File: src/hw/rtl/uniform_grid_linear_interp_core_macros.svh
// Assertion macros shared by the interpolator RTL.
// Needs clk and arst_n in the scope of each use.
`ifndef UNIFORM_GRID_LINEAR_INTERP_CORE_MACROS_SVH
`define UNIFORM_GRID_LINEAR_INTERP_CORE_MACROS_SVH
`ifndef SYNTHESIS
// same-cycle implication
`define UGLI_ASSERT_IMP(lbl, ante, cons, msg) \
	lbl: assert property (@(posedge clk) disable iff (!arst_n) (ante) |-> (cons)) \
		else $error(msg);
// next-cycle implication
`define UGLI_ASSERT_NXT(lbl, ante, cons, msg) \
	lbl: assert property (@(posedge clk) disable iff (!arst_n) (ante) |=> (cons)) \
		else $error(msg);
`else
`define UGLI_ASSERT_IMP(lbl, ante, cons, msg)
`define UGLI_ASSERT_NXT(lbl, ante, cons, msg)
`endif
`endif

File: src/hw/rtl/ugli_ram.sv
// Generic single-write, single-read RAM with registered read data.
// No dependencies.
module ugli_ram #(
	parameter int WIDTH = 32,
	parameter int DEPTH = 64
) (
	input  logic                     clk,
	input  logic                     we,
	input  logic [$clog2(DEPTH)-1:0] waddr,
	input  logic [WIDTH-1:0]         wdata,
	input  logic                     re,
	input  logic [$clog2(DEPTH)-1:0] raddr,
	output logic [WIDTH-1:0]         rdata
);
	logic [WIDTH-1:0] mem [DEPTH];

	always_ff @(posedge clk) begin
		if (we) begin
			mem[waddr] <= wdata;
		end
		if (re) begin
			rdata <= mem[raddr];
		end
	end
endmodule

File: config.mk
export PLATFORM = sky130hd
export DESIGN_NAME = ugli_ram
export DESIGN_NICKNAME = d
export VERILOG_FILES = /design/src/hw/rtl/uniform_grid_linear_interp_core_macros.svh /design/src/hw/rtl/ugli_ram.sv
export SDC_FILE = /design/constraint.sdc
export NUM_CORES = 2
export LEC_CHECK = 0
export BUFFER_PORTS_ARGS = -buffer_cell sky130_fd_sc_hd__buf_2
export CAP_MARGIN = 15
export CORE_ASPECT_RATIO = 1.2
export CORE_MARGIN = 4
export CORE_UTILIZATION = 63
export DETAILED_ROUTE_END_ITERATION = 10
export PLACE_DENSITY_LB_ADDON = 0.2
export SYNTH_ARGS = -nofsm -noshare
export SYNTH_HDL_FRONTEND = slang
export SYNTH_SLANG_ARGS = --single-unit
File: constraint.sdc
create_clock -name clk -period 9 [get_ports clk]
set_input_delay 0.45 -clock clk [delete_from_list [all_inputs] [get_ports clk]]
set_output_delay 0.45 -clock clk [all_outputs]
set_load 0.02 [all_outputs]
# == Word level (Yosys, flattened, before mapping) ==
# Memories as Yosys holds them, arrays and structs flattened. A register that Yosys moved wholly into a read port is not among the register bits.
# Cells that the tools add are included.
# classes
mux,2
# ops
cell,count
$mux W1,2
# totals
register_bits,0
output_inout_bits,32
word_cells,3
ram_bits,2048
input_bits,47
n_memories,1
# memory_table
memory,depth,word_bits,read_ports,rd_clocked_by_memory_dff,wr,line_no,rtl
mem,64,32,1,1,1,ugli_ram.sv:15,logic [WIDTH-1:0] mem [DEPTH];

# == Logic depth before layout (Yosys ltp) ==
# depth
ltp_word,2
mapped_depth,10
ltp_nobuf,5

# == Worst setup path after synthesis ==
# Ideal clock, no wire load.
# synth_path
path_type,input port to flip-flop
from,input port waddr[3]
to,"memory mem[48][0], enable pin"
t_arrival_ns,3.149
path_slack_ns,5.390
t_required_ns,8.539
path_buffers,1
setup_time_ns,0.461
path_stages,4
path_cell_list,clkbuf_1 nor2b_1 nand4b_1 nor3_1
# synth_rtl
item,line_no,rtl
from (decl),ugli_ram.sv:9,"input logic [$clog2(DEPTH)-1:0] waddr,"
to (decl),ugli_ram.sv:15,
# No word-level cell before the write port.

==> run_results.csv <==
group,metric,value,unit
synthesis,synth_area_leaders,"edfxtp_1 (79%), mux4_2 (16%), mux2i_1 (1.2%)",
place,hpwl,106000,µm
global_route,grt_pass1_vias,38800,
drt,ant_nets,0,
critical_path,worstSetupEndpointType,"flip-flop",
critical_path,critPathTopFamily,"buffers and inverters",
critical_path,worstPathMaxFanout,90,
timing,setup_tns,0,ns
global_route,grt_pass1_wl,285000,µm
critical_path,reg2reg_depth,5,
critical_path,reg2reg_setup_slack,6.46,ns
timing,worstMarginPinSlew,1.22,ns
drt,vias,37800,
cts,clkSlewWorstSetupHoldPaths,0.07,ns
synthesis,synth_seq_cells,2080,
cells_and_area,fill_cells,6853,
critical_path,start_kind,"input pin",
drt,wirelength,200000,µm
pwr,p_clk_share,39.6,%
synthesis,synthFlopType,"edfxtp_1",
cells_and_area,layout-drive-gt1-share,29.1,%
timing,finalHoldViolCount,0,
floorplan,pin_count,79,
timing,rsz0062_at_grt,"no",
critical_path,crit_slowest_cell,"buf_4",
cts,tritoncts,"done",
pwr,powerDensity,222,nW/µm²
synthesis,yosys_warnings,0,
pwr,p_int,15.4,mW
flow_run,maxCapViolations,0,
critical_path,r2r-end,"rdata[23]$_DFFE_PP_",
global_route,grtUsageTotal,31.5,%
synthesis,synth_top_area_share,79.2,%
timing,setup_ws,5.42,ns
critical_path,critPathMaxStageDelay,0.90,ns
pwr,p_leak,27.3,nW
min_path,min_to,"mem[0][27]$_DFFE_PP_",
cells_and_area,seqCellArea,62500,µm²
timing,setup_violations,0,
critical_path,crit_buf_inv,2,
critical_path,worstSetupStartpoint,"raddr[1]",
min_path,hold_class,"in -> reg",
place,portBuffers,78,
cts,clock_sinks,2080,
place,finalWeightedCongestion,0.838,
synthesis,ys_types,33,
critical_path,crit_top_cell,"a21oi_1",
drt,avgRoutedWirePerCell,37.4,µm
synthesis,netlist_area,78800,µm²
synthesis,syn_inst,3324,
timing,holdWs,0.0317,ns
synthesis,async_flop_share,0,%
cells_and_area,final_util,71.2,%
synthesis,synth_edf_count,2080,
floorplan,die_y,396,µm
cells_and_area,area_growth,11.7,%
pwr,irDropWorstVdd,0.000161,V
global_route,antenna_found_initial,15,
floorplan,fp-row-count,141,
pwr,pwr-share-seq,55.2,%
pwr,swShare,21.2,%
synthesis,synthesis.nets,3371,
critical_path,path_class,"in -> reg",
cts,cts_buffers,186,
floorplan,dieArea,131000,µm²
global_route,grt_max_degree,111,
cts,cts-root-buf,"clkbuf_16",
timing,max_freq,0.279,GHz
synthesis,seq_area_frac_synth,79.2,%
floorplan,die_w,331,µm
timing,slew_headroom,18.8,%
drt,remaining_drc_errors,0,
critical_path,crit_chain,"buf_8 > buf_4 > or3b_2 > o221ai_1 > a21oi_1 > a21oi_1 > nor2_1",
timing,fin_skew,0.0241,ns
timing,slew_viol_final,0,
min_path,hp-start,"wdata[27]",
min_path,min_path_cells,1,
place,placed_area,81800,µm²
floorplan,start_util,63.7,%
drt,first_iter_violations,5781,
pwr,switchingPower,4.15,mW
outcome,status,"finished clean",
floorplan,core,124000,µm²
cts,worstSkewPairLatency,0.82,ns
timing,post-route-period-util,39.8,%
cts,cts.path.max_buffers,3,
critical_path,cp.required,9.54,ns
cts,postCtsSetupRepairBufs,0,
cells_and_area,finalNetCount,3580,
cells_and_area,final_area,88100,µm²
timing,layout_min_cycle_time,3.58,ns
pwr,combPwrFrac,5.2,%
place,dp_slack,4.74,ns
global_route,gr-total-overflow,0,
place,dp.cells,4972,
critical_path,r2r_start,"mem[15][23]$_DFFE_PP_",
critical_path,worstPathArrival,4.12,ns
pwr,power,19.5,mW
drt,drt_first_pass_iters,6,
cts,cts-htree-levels,4,
cells_and_area,instances_no_fill,5342,
cells_and_area,multiInputGateArea,16000,µm²
synthesis,synth_top_area_cell,"edfxtp_1",
synthesis,syn_avg_cell_area,23.7,µm²
drt,via_per_inst,7.07,
Yosys cell counts, types with 2 or more instances:
cell / number
nand2b_1: 8
buf_1: 21
and2_1: 2
or3b_1: 2
o32ai_1: 4
buf_6: 5
nor2_1: 137
o221ai_1: 27
nor3_1: 7
nand4_1: 2
o22ai_1: 84
a41o_1: 4
edfxtp_1: 2080
or3b_2: 3
mux2i_1: 93
nor2b_1: 15
and3_1: 4
nand3_1: 5
nand2_1: 26
a22oi_1: 12
nand3b_1: 5
buf_2: 57
a21oi_1: 62
or3_1: 3
clkbuf_1: 74
a311oi_1: 8
buf_4: 25
mux4_2: 544
power groups by stage:
stage | clock, mW | sequential (mW) | combinational [mW]
finish | 7.73 | 10.8 | 1.02
global route | 8.23 | 10.8 | 1.06
CTS | 7.79 | 10.8 | 0.999
detailed placement | 0 | 11.0 | 0.993
global placement | 0 | 11.0 | 0.963
floorplan | 0 | 11.0 | 0.522
cell type report:
cell class | count | share of cell area, %
flip-flops and latches | 2080 | 70.9
multi-input cells | 1062 | 18.1
clock buffers | 222 | 5.49
well taps | 1644 | 2.34
repair buffers | 203 | 1.91
clock inverters | 120 | 1.20
diodes | 11 | 0.0313
metal layers:
layer  global-route usage (%)  share of wire (%)  routed length, µm
met5                        0              0.018                 35
met4                     14.3                5.2              10400
met3                     6.84                 11              22800
met2                     50.0                 50              99500
met1                     42.9                 33              66900
state kept, by name (all words and copies together), names as in the netlist:
| signal | cells |
|---|---|
| rdata | 32 |
| mem | 2048 |
cell families after synthesis:
logic type | share of synthesized area (%)
AO/OA/AOI/OAI | 1.67
buffers and inverters | 1.12
flip-flops | 79.2
multiplexers | 16.7
AND/OR/NAND/NOR | 1.26
worst max-delay path by stage:
| stage | to | cells after the start | slack, ns |
|---|---|---|---|
| after global placement | rdata[23]$_DFFE_PP_ | 7 | 4.83 |
| after CTS | rdata[23]$_DFFE_PP_ | 7 | 5.62 |
| after floorplan | mem[48][0]$_DFFE_PP_ | 4 | 5.39 |
| final | rdata[23]$_DFFE_PP_ | 7 | 5.42 |
| after global routing | rdata[14]$_DFFE_PP_ | 8 | 5.41 |
| after detailed placement | rdata[23]$_DFFE_PP_ | 7 | 4.74 |
repair_timing:
item                      4_1_cts  5_1_grt
gates resized for setup         0        0
hold buffers                    0        1
hold endpoints to repair        0        8
cell usage in the layout (no fill, tap or decap), drive strengths merged:
cell type	count
edfxtp	2080
o22ai	84
o32ai	4
clkinv	82
clkbuf	222
diode	11
nor3	7
nand2	26
and2	2
buf	202
nor2	137
o221ai	27
and3	4
or2	3
nand3	5
mux4	544
or3	3
nor2b	15
nand3b	5
dlygate4sd3	1
a41o	4
or3b	5
a31oi	1
clkinvlp	10
nand2b	8
nand4	2
a311oi	8
inv	13
bufinv	15
nand4b	1
a21oi	62
a22oi	12
mux2i	93
No activity file was read; power rests on OpenSTA's default activity.
